## src/rtl/tpr_pkg.sv

```systemverilog
// Shared types, constants and coefficient table for the tangent pipeline.
package tpr_pkg;

  localparam int ANGLE_FRAC_BITS = 29;
  localparam int OUT_FRAC_BITS   = 16;
  localparam int WF              = 30;
  localparam int XIN_W           = 32 + WF - ANGLE_FRAC_BITS;
  localparam int P_W             = WF + 1;
  localparam int HORNER_N        = 5;
  localparam int DIV_W           = 2 * WF + 1;
  localparam int RSH             = WF - OUT_FRAC_BITS;
  localparam int MAG_W           = DIV_W + 1 - RSH;

  localparam logic [32:0] TWOPI_Q = 33'd6746518852;
  localparam logic [31:0] PI_Q    = 32'd3373259426;
  localparam logic [30:0] PI2_Q   = 31'd1686629713;
  localparam logic [29:0] PI4_Q   = 30'd843314857;
  localparam logic [P_W-1:0] ONE_Q = P_W'(64'd1 << WF);

  typedef struct packed {
    logic [31:0] angle;
    logic        last_in;
  } item_in_t;

  typedef struct packed {
    logic signed [31:0] tangent;
    logic               saturated;
    logic               last_out;
  } item_out_t;

  typedef struct packed {
    logic flip;
    logic shift;
    logic last;
  } side_t;

  typedef struct packed {
    logic flip;
    logic inf;
    logic last;
  } tag_t;

  typedef struct packed {
    logic [DIV_W-1:0] r;
    logic [DIV_W-1:0] q;
    logic [DIV_W-1:0] n;
    logic [DIV_W-1:0] d;
  } div_st_t;

  function automatic logic [29:0] coef(input logic [2:0] k);
    logic [29:0] c;
    case (k)
      3'd0:    c = 30'd357911869;
      3'd1:    c = 30'd143228998;
      3'd2:    c = 30'd57309961;
      3'd3:    c = 30'd26376564;
      3'd4:    c = 30'd3114415;
      3'd5:    c = 30'd10218596;
      default: c = '0;
    endcase
    return c;
  endfunction

endpackage

```

## src/rtl/tpr_reduce.sv

```systemverilog
// Range reduction of the angle to [0, pi/4] in four register stages.
module tpr_reduce (
  input  logic                    clk_i,
  input  logic                    rst_ni,
  input  logic                    in_vld_i,
  input  tpr_pkg::item_in_t       in_i,
  output logic                    out_vld_o,
  output logic [tpr_pkg::WF-1:0]  x_o,
  output tpr_pkg::side_t          side_o
);
  import tpr_pkg::*;

  logic [3:0]       vld_q;
  logic [XIN_W-1:0] xin;
  logic [32:0]      x1_d, x1_q;
  logic [31:0]      x2_d, x2_q;
  logic [30:0]      x3_d, x3_q;
  logic [29:0]      x4_d, x4_q;
  logic             last1_q, last2_q, last3_q;
  logic             flip3_d, flip3_q;
  side_t            side4_d, side4_q;

  assign xin = XIN_W'(in_i.angle) << (WF - ANGLE_FRAC_BITS);

  always_comb begin
    x1_d = (xin > XIN_W'(TWOPI_Q)) ? TWOPI_Q : xin[32:0];
    x2_d = (x1_q > 33'(PI_Q)) ? 32'(x1_q - 33'(PI_Q)) : x1_q[31:0];
    flip3_d = x2_q > 32'(PI2_Q);
    x3_d = flip3_d ? 31'(x2_q - 32'(PI2_Q)) : x2_q[30:0];
    side4_d.flip  = flip3_q;
    side4_d.last  = last3_q;
    side4_d.shift = x3_q > 31'(PI4_Q);
    x4_d = side4_d.shift ? 30'(x3_q - 31'(PI4_Q)) : x3_q[29:0];
  end

  always_ff @(posedge clk_i or negedge rst_ni) begin
    if (!rst_ni) begin
      vld_q <= '0;
    end else begin
      vld_q <= {vld_q[2:0], in_vld_i};
    end
  end

  always_ff @(posedge clk_i) begin
    x1_q    <= x1_d;
    last1_q <= in_i.last_in;
    x2_q    <= x2_d;
    last2_q <= last1_q;
    x3_q    <= x3_d;
    flip3_q <= flip3_d;
    last3_q <= last2_q;
    x4_q    <= x4_d;
    side4_q <= side4_d;
  end

  assign out_vld_o = vld_q[3];
  assign x_o       = x4_q;
  assign side_o    = side4_q;

endmodule

```

## config.mk

```make
export PLATFORM = sky130hd
export DESIGN_NAME = tpr_reduce
export DESIGN_NICKNAME = d
export VERILOG_FILES = /design/src/rtl/tpr_pkg.sv /design/src/rtl/tpr_reduce.sv
export SDC_FILE = /design/constraint.sdc
export NUM_CORES = 1
export LEC_CHECK = 0
export ABC_CLOCK_PERIOD_IN_PS = 2300
export BUFFER_PORTS_ARGS = -buffer_cell sky130_fd_sc_hd__buf_2
export CAP_MARGIN = 20
export CORE_MARGIN = 8
export CORE_UTILIZATION = 45
export DETAILED_ROUTE_END_ITERATION = 10
export PLACE_DENSITY = 0.63
export SLEW_MARGIN = 20
export SYNTH_ARGS = -nofsm -noshare
export SYNTH_HDL_FRONTEND = slang
export SYNTH_SLANG_ARGS = --single-unit
```

## constraint.sdc

```tcl
create_clock -name clk_i -period 2.3 [get_ports clk_i]
set_input_delay 0.345 -clock clk_i [delete_from_list [all_inputs] [get_ports clk_i]]
set_output_delay 0.345 -clock clk_i [all_outputs]
set_load 0.1 [all_outputs]
```

Word-level counts from Yosys, hierarchy flattened

Cells that the tools add are included.

Flip-flop bits (word level): 137
Latch bits: 0
Memory bits (writable): 0
ROM bits: 0
Logic and storage cells: 23
Memories kept: 0

Add/sub/neg operators: 3
Multipliers: 0
Div/mod/pow operators: 0
Order comparisons: 4
Eq/ne operators: 0
Shift-type cells: 0
Multiplexer cells: 3
Bitwise gates (word level): 0
Reduce and logical (&&, ||, !) cells: 0

Operators by type and width:

| kind                   | number |
|---|---|
| $gt 33x32->1 const B   | 1 |
| $gt 33x33->1 const B   | 1 |
| $gt 32x31->1 const B   | 1 |
| $mux 32                | 1 |
| $sub 32x32->32 const B | 1 |
| $gt 31x30->1 const B   | 1 |
| $mux 31                | 1 |
| $sub 31x31->31 const B | 1 |
| $mux 30                | 1 |
| $sub 30x30->30 const B | 1 |

Logic depth before layout (Yosys ltp)

Gate-level depths: netlist of run 1.

Word-level depth: 2
Depth in mapped cells: 10
Gate-level depth less buffers: 9

Worst setup path before layout of run 1

No wires, ideal clock.

Path kind: register to register
Start point: register x1_q[1]
End point: register x2_q[15]
Library setup time: 0.072 ns
Data arrival time: 2.041 ns
Data required time: 2.228 ns
Path slack: 0.187 ns
Cell stages (with the launch flop): 11
Buffers on the path: 1
Period minus slack after synthesis: 2.113 ns
Cell sequence: dfxtp_1 > inv_1 > ha_1 > nor4b_1 > o21ai_0 > o311ai_1 > o21ai_2 > o21ai_2 > buf_6 > nor3b_1 > xor2_1

Longest elaborated chain between the ends: 2
Elaborated cells between the ends (all ways): 3

RTL lines:

| item                                           | RTL line         | RTL |
|---|---|---|
| start: declaration                             | tpr_reduce.sv:15 | `logic [32:0] x1_d, x1_q;` |
| start signal: assignment                       | tpr_reduce.sv:45 | `x1_q <= x1_d;` |
| $sub 32x32->32 or $gt 33x32->1 (tied branches) | tpr_reduce.sv:27 | `x2_d = (x1_q > 33'(PI_Q)) ? 32'(x1_q - 33'(PI_Q)) : x1_q[31:0];` |
| $mux 32 *                                      | tpr_reduce.sv:27 |  |
| net x2_d[15]                                   | tpr_reduce.sv:16 | `logic [31:0] x2_d, x2_q;` |
| end signal: assignment                         | tpr_reduce.sv:47 | `x2_q <= x2_d;` |
| end: declaration                               | tpr_reduce.sv:16 |  |

Mark *: on every way through the listed nets, which the timed path passes. The rest lies on a longest branch.
A chain may end at the register's enable or synchronous reset.

Final worst setup path of run 1

Start point: register x1_q[26]
End point: register x2_q[5]

Longest elaborated chain between the ends: 2

RTL lines:

| item         | RTL line |
|---|---|
| $gt 33x32->1 | tpr_reduce.sv:27 |
| $mux 32      | tpr_reduce.sv:27 |
| net x2_d[5]  | tpr_reduce.sv:16 |

The timed path passes the listed nets, and every way through them passes these cells.

==> metrics.md, run 1 <==
| Metric | Value |
|---|---|
| CP Class | `reg -> reg` |
| Seq/Total Area, Yosys | `0.489` |
| GRT busiest layer | `met2` |
| Run status | `complete, no violations` |
| Setup crit start | `x1_q[26]$_SDFF_PN0_` |
| Power Dens Cells | `approximately 1400 nW/um^2` |
| Dpl hpwl | `between 9000 and 10000 um` |
| RD Place Congestion | `between 0.8 and 0.9` |
| Detailed-route wire length per cell | `approximately 14 um` |
| H-Tree Depth | `4` |
| M1 GR Usage | `0.162` |
| Total negative setup slack | `0 ns` |
| Critical path peak fanout | `13` |
| Core Rows | `40` |
| CP Capture Point | `x2_q[5]$_DFF_P_` |
| Vias per cell | `a little under 5` |
| CP Data Required Time | `about 2.6 ns` |
| Reg-to-Reg End | `x2_q[5]$_DFF_P_` |
| Cell area after synthesis | `5570 sq um` |
| Least-Margin Pin Slew | `0.491 ns` |
| Net count, final | `between 700 and 800` |
| Root Driver | `clkbuf_16` |
| Post-route ant nets | `0` |
| FF-to-FF setup slack | `roughly 0.067 ns` |
| Top-Level Pins | `70` |
| CTS tree | `built` |
| Nature of the critical path endpoint | `flop` |
| Vias in the first global route | `about 4400` |
| Flop pwr share | `0.334` |
| Drt first pass iters | `4` |
| Initial drt markers | `about 230` |
| Post-synth EDFFs | `0` |
| Clk_lat worst skew | `0.42 ns` |
| Origin of the critical flop-to-flop path | `x1_q[26]$_SDFF_PN0_` |
| Avg Inst Size Synth | `between 9 and 10 sq um` |
| Post-place setup slack | `around 0.013 ns` |
| Num CTS Buffers | `17` |
| Int Pwr | `roughly 5.8 mW` |
| Gate Count Post-Synth | `569` |
| Async set or reset register ratio after synthesis | `0.0296` |
| Die Area | `between 15000 and 20000 sq um` |
| Sw Ratio | `0.429` |
| Share of cells above drive strength 1 | `0.247` |
| Initial antenna violation count | `0` |
| Pin count of the biggest net entering global routing | `31` |
| Clock Skews | `approximately 0.0057 ns` |
| Synth warn | `0` |
| Hold Crit Class | `in -> reg` |
| First-pass GRT wire length | `approximately 20000 um` |
| Fillers | `1072` |
| WP data arrival | `2.57 ns` |
| DRC | `0` |
| Count of state elements after synthesis | `approximately 140` |
| # clock sinks | `approximately 140` |
| Area grow syn2layout | `26.3%` |
| FF-to-FF path depth | `8` |
| Gr usage total | `0.154` |
| Met3 Use GR | `0.0553` |
| Worst-path clk slew | `roughly 0.050 ns` |
| GRT met2 Usage | `0.257` |
| Core footprint | `roughly 12000 sq um` |
| Drt total wl | `roughly 12000 um` |
| NetSw | `~4.3 mW` |
| Fin. Hold Viols | `0` |
| # diodes | `0` |
| Total number of vias | `approximately 4300` |
| Starting Density | `0.462` |
| Unique cell type count in the Yosys netlist | `between 60 and 70` |
| Max-slew headroom at the worst pin | `0.675` |
| Ys flop type | `dfxtp_1` |
| Gr ovfl total | `0` |
| Clock power share | `0.275` |
| Comb pwr share | `0.390` |
| P_leak | `around 3.0 nW` |
| Pwr Total | `10.1 mW` |
| Max cap viols | `0` |
| Final min period | `2.23 ns` |
| Buffers on Ports | `69` |
| Syn Nets | `slightly above 600` |
| Max Clock Freq | `~450 MHz` |
| Longest Clk Path Bufs | `2` |
| Die H | `around 130 um` |
| Crit share post-route | `0.971` |
| Final Max Slew Viols | `0` |
| VDD IR-drop max | `~500 uV` |
| Setup ws final | `between 0.06 and 0.07 ns` |
| Critical Path Start Type | `flop` |
| Die Wd | `~130 um` |
| Setup Viol. Count Final | `0` |
## power groups by stage
stage	Sequential (mW)	Combinational [mW]	Clock, mW
2_1_floorplan	5.37	1.24	0
3_3_place_gp	3.41	3.90	0
3_5_place_dp	3.42	3.93	0
4_1_cts	3.37	3.95	2.85
5_1_grt	3.46	4.18	2.94
6_report	3.38	3.95	2.78
## repair_timing
item	CTS	global route
resized for setup	1	13
pin swaps	0	3
endpoints found under the setup margin	1	31
endpoints found under the hold margin	4	1
setup buffers	0	1
hold buffers	1	1
## cell families after synthesis
logic type,Yosys count,synth area share
flip-flops,135,0.489
buffers and inverters,28,0.0243
AND/OR/NAND/NOR,225,0.227
XOR/XNOR,87,0.137
AO/OA/AOI/OAI,89,0.111
adder cells (fa/ha/maj),5,0.0112
## critical path, stage by stage, from the launching register on
cell and delay (ns):
dfxtp_1 0.30, or2_1 0.28, nor4_4 0.28, nand4_1 0.27, o21ai_2 0.29, o21ai_4 0.18, buf_4 0.22, a21oi_1 0.16
xor2_1 0.19
## final cells by class
type / count / area (sq um) / share of cell area
flip-flops and latches: 135 / 2720 / 0.387
repair buffers: 107 / 636 / 0.0904
clock inverters: 7 / 115 / 0.0164
well taps: 168 / 210 / 0.0299
clock buffers: 24 / 512 / 0.0728
multi-input cells: 406 / 2790 / 0.396
inverters: 13 / 48.8 / 0.00694
## cells in the final DEF, fill, tap and decap left out, types with 4 or more instances in the layout
cell type / n
a21oi_1: 18
nand2_1: 42
nand3_1: 16
o21a_1: 5
dfxtp_1: 130
a31oi_1: 6
buf_2: 69
nor4b_2: 5
nor3_1: 18
dfrtp_1: 4
nor2_1: 48
clkbuf_8: 6
nand2b_1: 18
nor4_1: 7
and4_1: 5
clkbuf_16: 17
nand4_1: 10
o21ai_0: 24
buf_4: 36
inv_1: 12
a211oi_1: 5
xnor2_1: 33
and2_1: 18
ha_1: 5
xor2_1: 54
## flip-flops by register name (all words and copies together) (netlist names)
name,count
vld_q,4
flip3_q,1
last2_q,1
x1_q,32
x3_q,31
last1_q,1
side_o,3
last3_q,1
x2_q,31
x_o,30
## cell usage after synthesis, drive strengths merged, types with 4 or more instances
| cell type | instances | area [sq um] |
|---|---|---|
| nand2b | 18 | 113 |
| nand3 | 16 | 80.1 |
| nand2 | 42 | 158 |
| ha | 5 | 62.6 |
| clkbuf | 8 | 30.0 |
| xnor2 | 33 | 289 |
| or2 | 6 | 37.5 |
| nor4b | 6 | 52.6 |
| o21ai | 27 | 154 |
| nor3b | 6 | 60.1 |
| o21a | 5 | 37.5 |
| nor4 | 13 | 139 |
| and2 | 19 | 121 |
| nor2 | 49 | 184 |
| nor3 | 19 | 95.1 |
| buf | 7 | 56.3 |
| nand4 | 10 | 62.6 |
| inv | 13 | 48.8 |
| xor2 | 54 | 473 |
| a31oi | 6 | 37.5 |
| dfxtp | 131 | 2620 |
| and4 | 5 | 43.8 |
| a21oi | 20 | 111 |
| a211oi | 7 | 57.6 |
| dfrtp | 4 | 100 |
## layer usage
metal  part of all wire  vias up
met1               0.43     1911
met2               0.48      117
met4              0.033        0
met5                  0        -
met3              0.055       32
li1                   -     2192
## worst min path at each step
| stage | slack, ns | from | end | cells past startpoint |
|---|---|---|---|---|
| finish | 0.03 | in_vld_i | vld_q[0]$_DFF_PN0_ | 1 |
| global route | 0.01 | in_vld_i | vld_q[0]$_DFF_PN0_ | 1 |
| CTS | 0.005 | in_i[0] | last1_q$_DFF_P_ | 1 |
| detailed placement | 0.15 | rst_ni | vld_q[2]$_DFF_PN0_ | 1 |
| global placement | 0.15 | rst_ni | vld_q[2]$_DFF_PN0_ | 1 |
| floorplan | 0.05 | rst_ni | vld_q[0]$_DFF_PN0_ | 0 |
## per-stage QoR
| step | area (sq um) | instances | utilization | hold slack, ns |
|---|---|---|---|---|
| 6_report | 7030 | 860 | 0.583 | 0.0308 |
| 5_1_grt | 7030 | 860 | 0.583 | 0.0121 |
| 4_1_cts | 6950 | 858 | 0.576 | 0.00485 |
| 3_5_place_dp | 6300 | 826 | 0.522 | 0.153 |
| 3_3_place_gp | 6300 | 826 | 0.522 | 0.149 |
| 2_1_floorplan | 5570 | 569 | - | 0.0494 |
Note: power is estimated with default switching activity, not from simulation.
==> inputs of run 2 (changes only) <==
Settings changed: ABC_AREA set to 1, CAP_MARGIN 20 to unset, CORE_MARGIN 8 to 2, PLACE_DENSITY 0.63 to 0.62.
==> run 2 against run 1 <==
Net effect:
- the flow now finishes with violations (design-rule violations)
- sequential share of layout area decreased by 11 points
- final cell count increased by 110%
- utilization decreased by 4.3 points
- via count increased by 95%
- worst setup slack improved by 0.21 ns
- critical path type unchanged
- critical endpoint is now x2_q[9]$_DFF_P_
- largest power group unchanged
- highest routed layer unchanged
==> metrics.md, run 2 <==
| Metric | Value |
|---|---|
| Run status | `finished, violations left` |
| Failing checks | `design-rule violations` |
| Cts hold-fix bufs | `2` |
| Share of cells above drive strength 1 | `0.111` |
| Post CTS Setup Buffer Count | `0` |
| DRC | `7` |
| Power Dens Cells | `1070 nW/um^2` |
| Setup ws final | `approximately 0.28 ns` |
| Comb pwr share | `0.419` |
| Longest Clk Path Bufs | `2` |
| Largest delay contributor family on the critical path | `simple AND/OR/NAND/NOR gates` |
| Largest stage delay, worst path | `~0.6 ns` |
| Detailed-route wire length per cell | `12.0 um` |
| Setup Viol. Count Final | `0` |
| Most common cell after layout, fill and taps aside | `nand2_1` |
| Die Wd | `between 100 and 150 um` |
| Count of state elements after synthesis | `about 140` |
| Drt first pass iters | `10` |
| Num CTS Buffers | `17` |
| Die Area | `~20000 sq um` |
| CP Class | `reg -> reg` |
| Max FFs per register | `32` |
| Synth warn | `0` |
| Core footprint | `about 18000 sq um` |
| Buf+Inv Stages, Crit Path | `1` |
| Ys flop type | `dfxtp_1` |
| Gate Count Post-Synth | `~1400` |
| Total negative setup slack | `0 ns` |
| First-pass GRT wire length | `about 35000 um` |
| Top-Level Pins | `70` |
| Worst-path clk slew | `roughly 0.06 ns` |
| Fin. Hold Viols | `0` |
| # clock sinks | `135` |
| Worst path most repeated cell | `nand2_1` |
| RSZ-0062 raised after global routing | `false` |
| CTS tree | `built` |
| RD Place Congestion | `about 0.92` |
| Root Driver | `clkbuf_16` |
| Post-route ant nets | `0` |
| NetSw | `around 4.8 mW` |
| Async set or reset register ratio after synthesis | `0.0296` |
| Final Max Slew Viols | `0` |
| Least-Margin Pin Slew | `0.744 ns` |
| Cell with the most instances after synthesis | `nand2_1` |
| Post-synth EDFFs | `0` |
| VDD IR-drop max | `549 uV` |
| WP data arrival | `between 2 and 2.5 ns` |
| Final min period | `around 2.0 ns` |
| Vias in the first global route | `between 7000 and 8000` |
| Clock power share | `0.273` |
| Gr ovfl total | `0` |
| CTS resizes | `0` |
| Int Pwr | `around 5.7 mW` |
| Pin count of the biggest net entering global routing | `34` |
| H-Tree Depth | `4` |
| Drt total wl | `~21000 um` |
| P_leak | `5.37 nW` |
| Unique cell type count in the Yosys netlist | `35` |
| Core Rows | `slightly below 50` |
| Area grow syn2layout | `17.3%` |
| Synth cell count leaders | `nand2_1 (648), inv_1 (180), nor2_1 (154)` |
| Critical Path Start Type | `flop` |
| Flop pwr share | `0.308` |
| Initial antenna violation count | `0` |
| Buffers on Ports | `between 60 and 70` |
| Gr usage total | `0.222` |
| CP cell instances | `inv_1, ha_1, nand2_1, nand2_1, nand2_1, nand2_1, nand2_2, nand2_2, a21oi_4, nand2_1, nand2_1` |
| Slowest stage cell, crit path | `a21oi_4` |
| Cell area after synthesis | `roughly 8300 sq um` |
| # diodes | `0` |
| Hold Crit Class | `in -> reg` |
| Die H | `~140 um` |
| Sw Ratio | `0.455` |
| Register with the most flip-flops | `x1_q` |
| Nature of the critical path endpoint | `flop` |
| Post-route insts no fill | `approximately 1800` |
| Critical path peak fanout | `29` |
| Inst Count DP | `roughly 1700` |
| Most frequent cells in the layout | `nand2_1 (648), inv_1 (180), nor2_1 (154)` |
| Net count, final | `1576` |
| Max cap viols | `0` |
| Syn Nets | `around 1500` |
| CP Data Required Time | `about 2.7 ns` |
| Vias per cell | `4.66` |
| Crit share post-route | `0.880` |
| Avg Inst Size Synth | `between 5 and 6 sq um` |
| Leading registers by flop count | `x1_q x32, x2_q x31, x3_q x31` |
| Total number of vias | `just over 8000` |
| Largest area contributor in the netlist | `dfxtp_1` |
| Seq/Total Area, Yosys | `0.327` |
| Largest cells by area after synthesis | `dfxtp_1 (31%), nand2_1 (29%), inv_1 (8.1%)` |
| Max-slew headroom at the worst pin | `0.503` |
| Dpl hpwl | `roughly 17000 um` |
| Max Clock Freq | `between 400 and 500 MHz` |
| Initial drt markers | `approximately 360` |
| Clock Skews | `around 0.011 ns` |
| Clk_lat worst skew | `roughly 0.43 ns` |
| Share of Yosys cell area claimed by the top area cell type | `0.315` |
| Post-place setup slack | `0.130 ns` |
| Starting Density | `0.461` |
| Hold slack | `between 0.02 and 0.025 ns` |
## run 2: metal layers
layer / share of wire / global-route usage / wire length [um]
met3: 0.030 / 0.0376 / 634
met1: 0.44 / 0.245 / 9340
met4: 0.041 / 0.116 / 886
met2: 0.49 / 0.408 / 10500
met5: 0 / 0 / 0
## run 2: worst register-to-register path, stage by stage (launching register included)
cell     delay [ns]
dfxtp_1        0.35
inv_1          0.09
ha_1           0.21
nand2_1        0.09
nand2_1        0.06
nand2_1        0.11
nand2_1        0.08
nand2_2        0.07
nand2_2        0.07
a21oi_4        0.61
nand2_1        0.13
nand2_1        0.11
## run 2: power by group through the flow
| stage | logic [mW] | clock network, mW | registers, mW |
|---|---|---|---|
| floorplan | 1.81 | 0 | 5.05 |
| global placement | 4.38 | 0 | 3.27 |
| detailed placement | 4.39 | 0 | 3.27 |
| CTS | 4.40 | 2.93 | 3.22 |
| global route | 4.75 | 3.05 | 3.29 |
| finish | 4.40 | 2.86 | 3.22 |
## run 2: cells by family after synthesis
family,after synthesis,share of synthesized area
buffers and inverters,221,0.112
XOR/XNOR,34,0.0358
adder cells (fa/ha/maj),5,0.00751
flip-flops,135,0.327
AND/OR/NAND/NOR,961,0.468
AO/OA/AOI/OAI,76,0.0497
## run 2: stage by stage
| step | total power, mW | utilization | cell area [sq um] |
|---|---|---|---|
| 5_1_grt | 11.1 | 0.540 | 9770 |
| 6_report | 10.5 | 0.540 | 9770 |
| 2_1_floorplan | 6.86 | - | 8330 |
| 3_3_place_gp | 7.65 | 0.504 | 9110 |
| 4_1_cts | 10.5 | 0.540 | 9770 |
| 3_5_place_dp | 7.66 | 0.504 | 9120 |
## run 2: cell type report
type                       count  area (sq um)
sequential                   135          2720
tap                          229           287
clock inverter                12           175
inverter                     186           698
multi-input combinational   1076          4680
fill                        1898          8310
timing repair buffer         119           751
clock buffer                  20           457
## run 2: final timing paths
check / start / end / slack [ns] / cells past startpoint
max: x1_q[2]$_SDFF_PN1_ / x2_q[9]$_DFF_P_ / 0.28 / 11
min: in_vld_i / vld_q[0]$_DFF_PN0_ / 0.02 / 1
max in group asynchronous: rst_ni / vld_q[3]$_DFF_PN0_ / 1.93 / 2
max reg2reg: x1_q[2]$_SDFF_PN1_ / x2_q[9]$_DFF_P_ / 0.28 / 11
min reg2reg: last3_q$_DFF_P_ / side_o[0]$_DFF_P_ / 0.32 / 0
min in group asynchronous: rst_ni / vld_q[1]$_DFF_PN0_ / 0.26 / 2
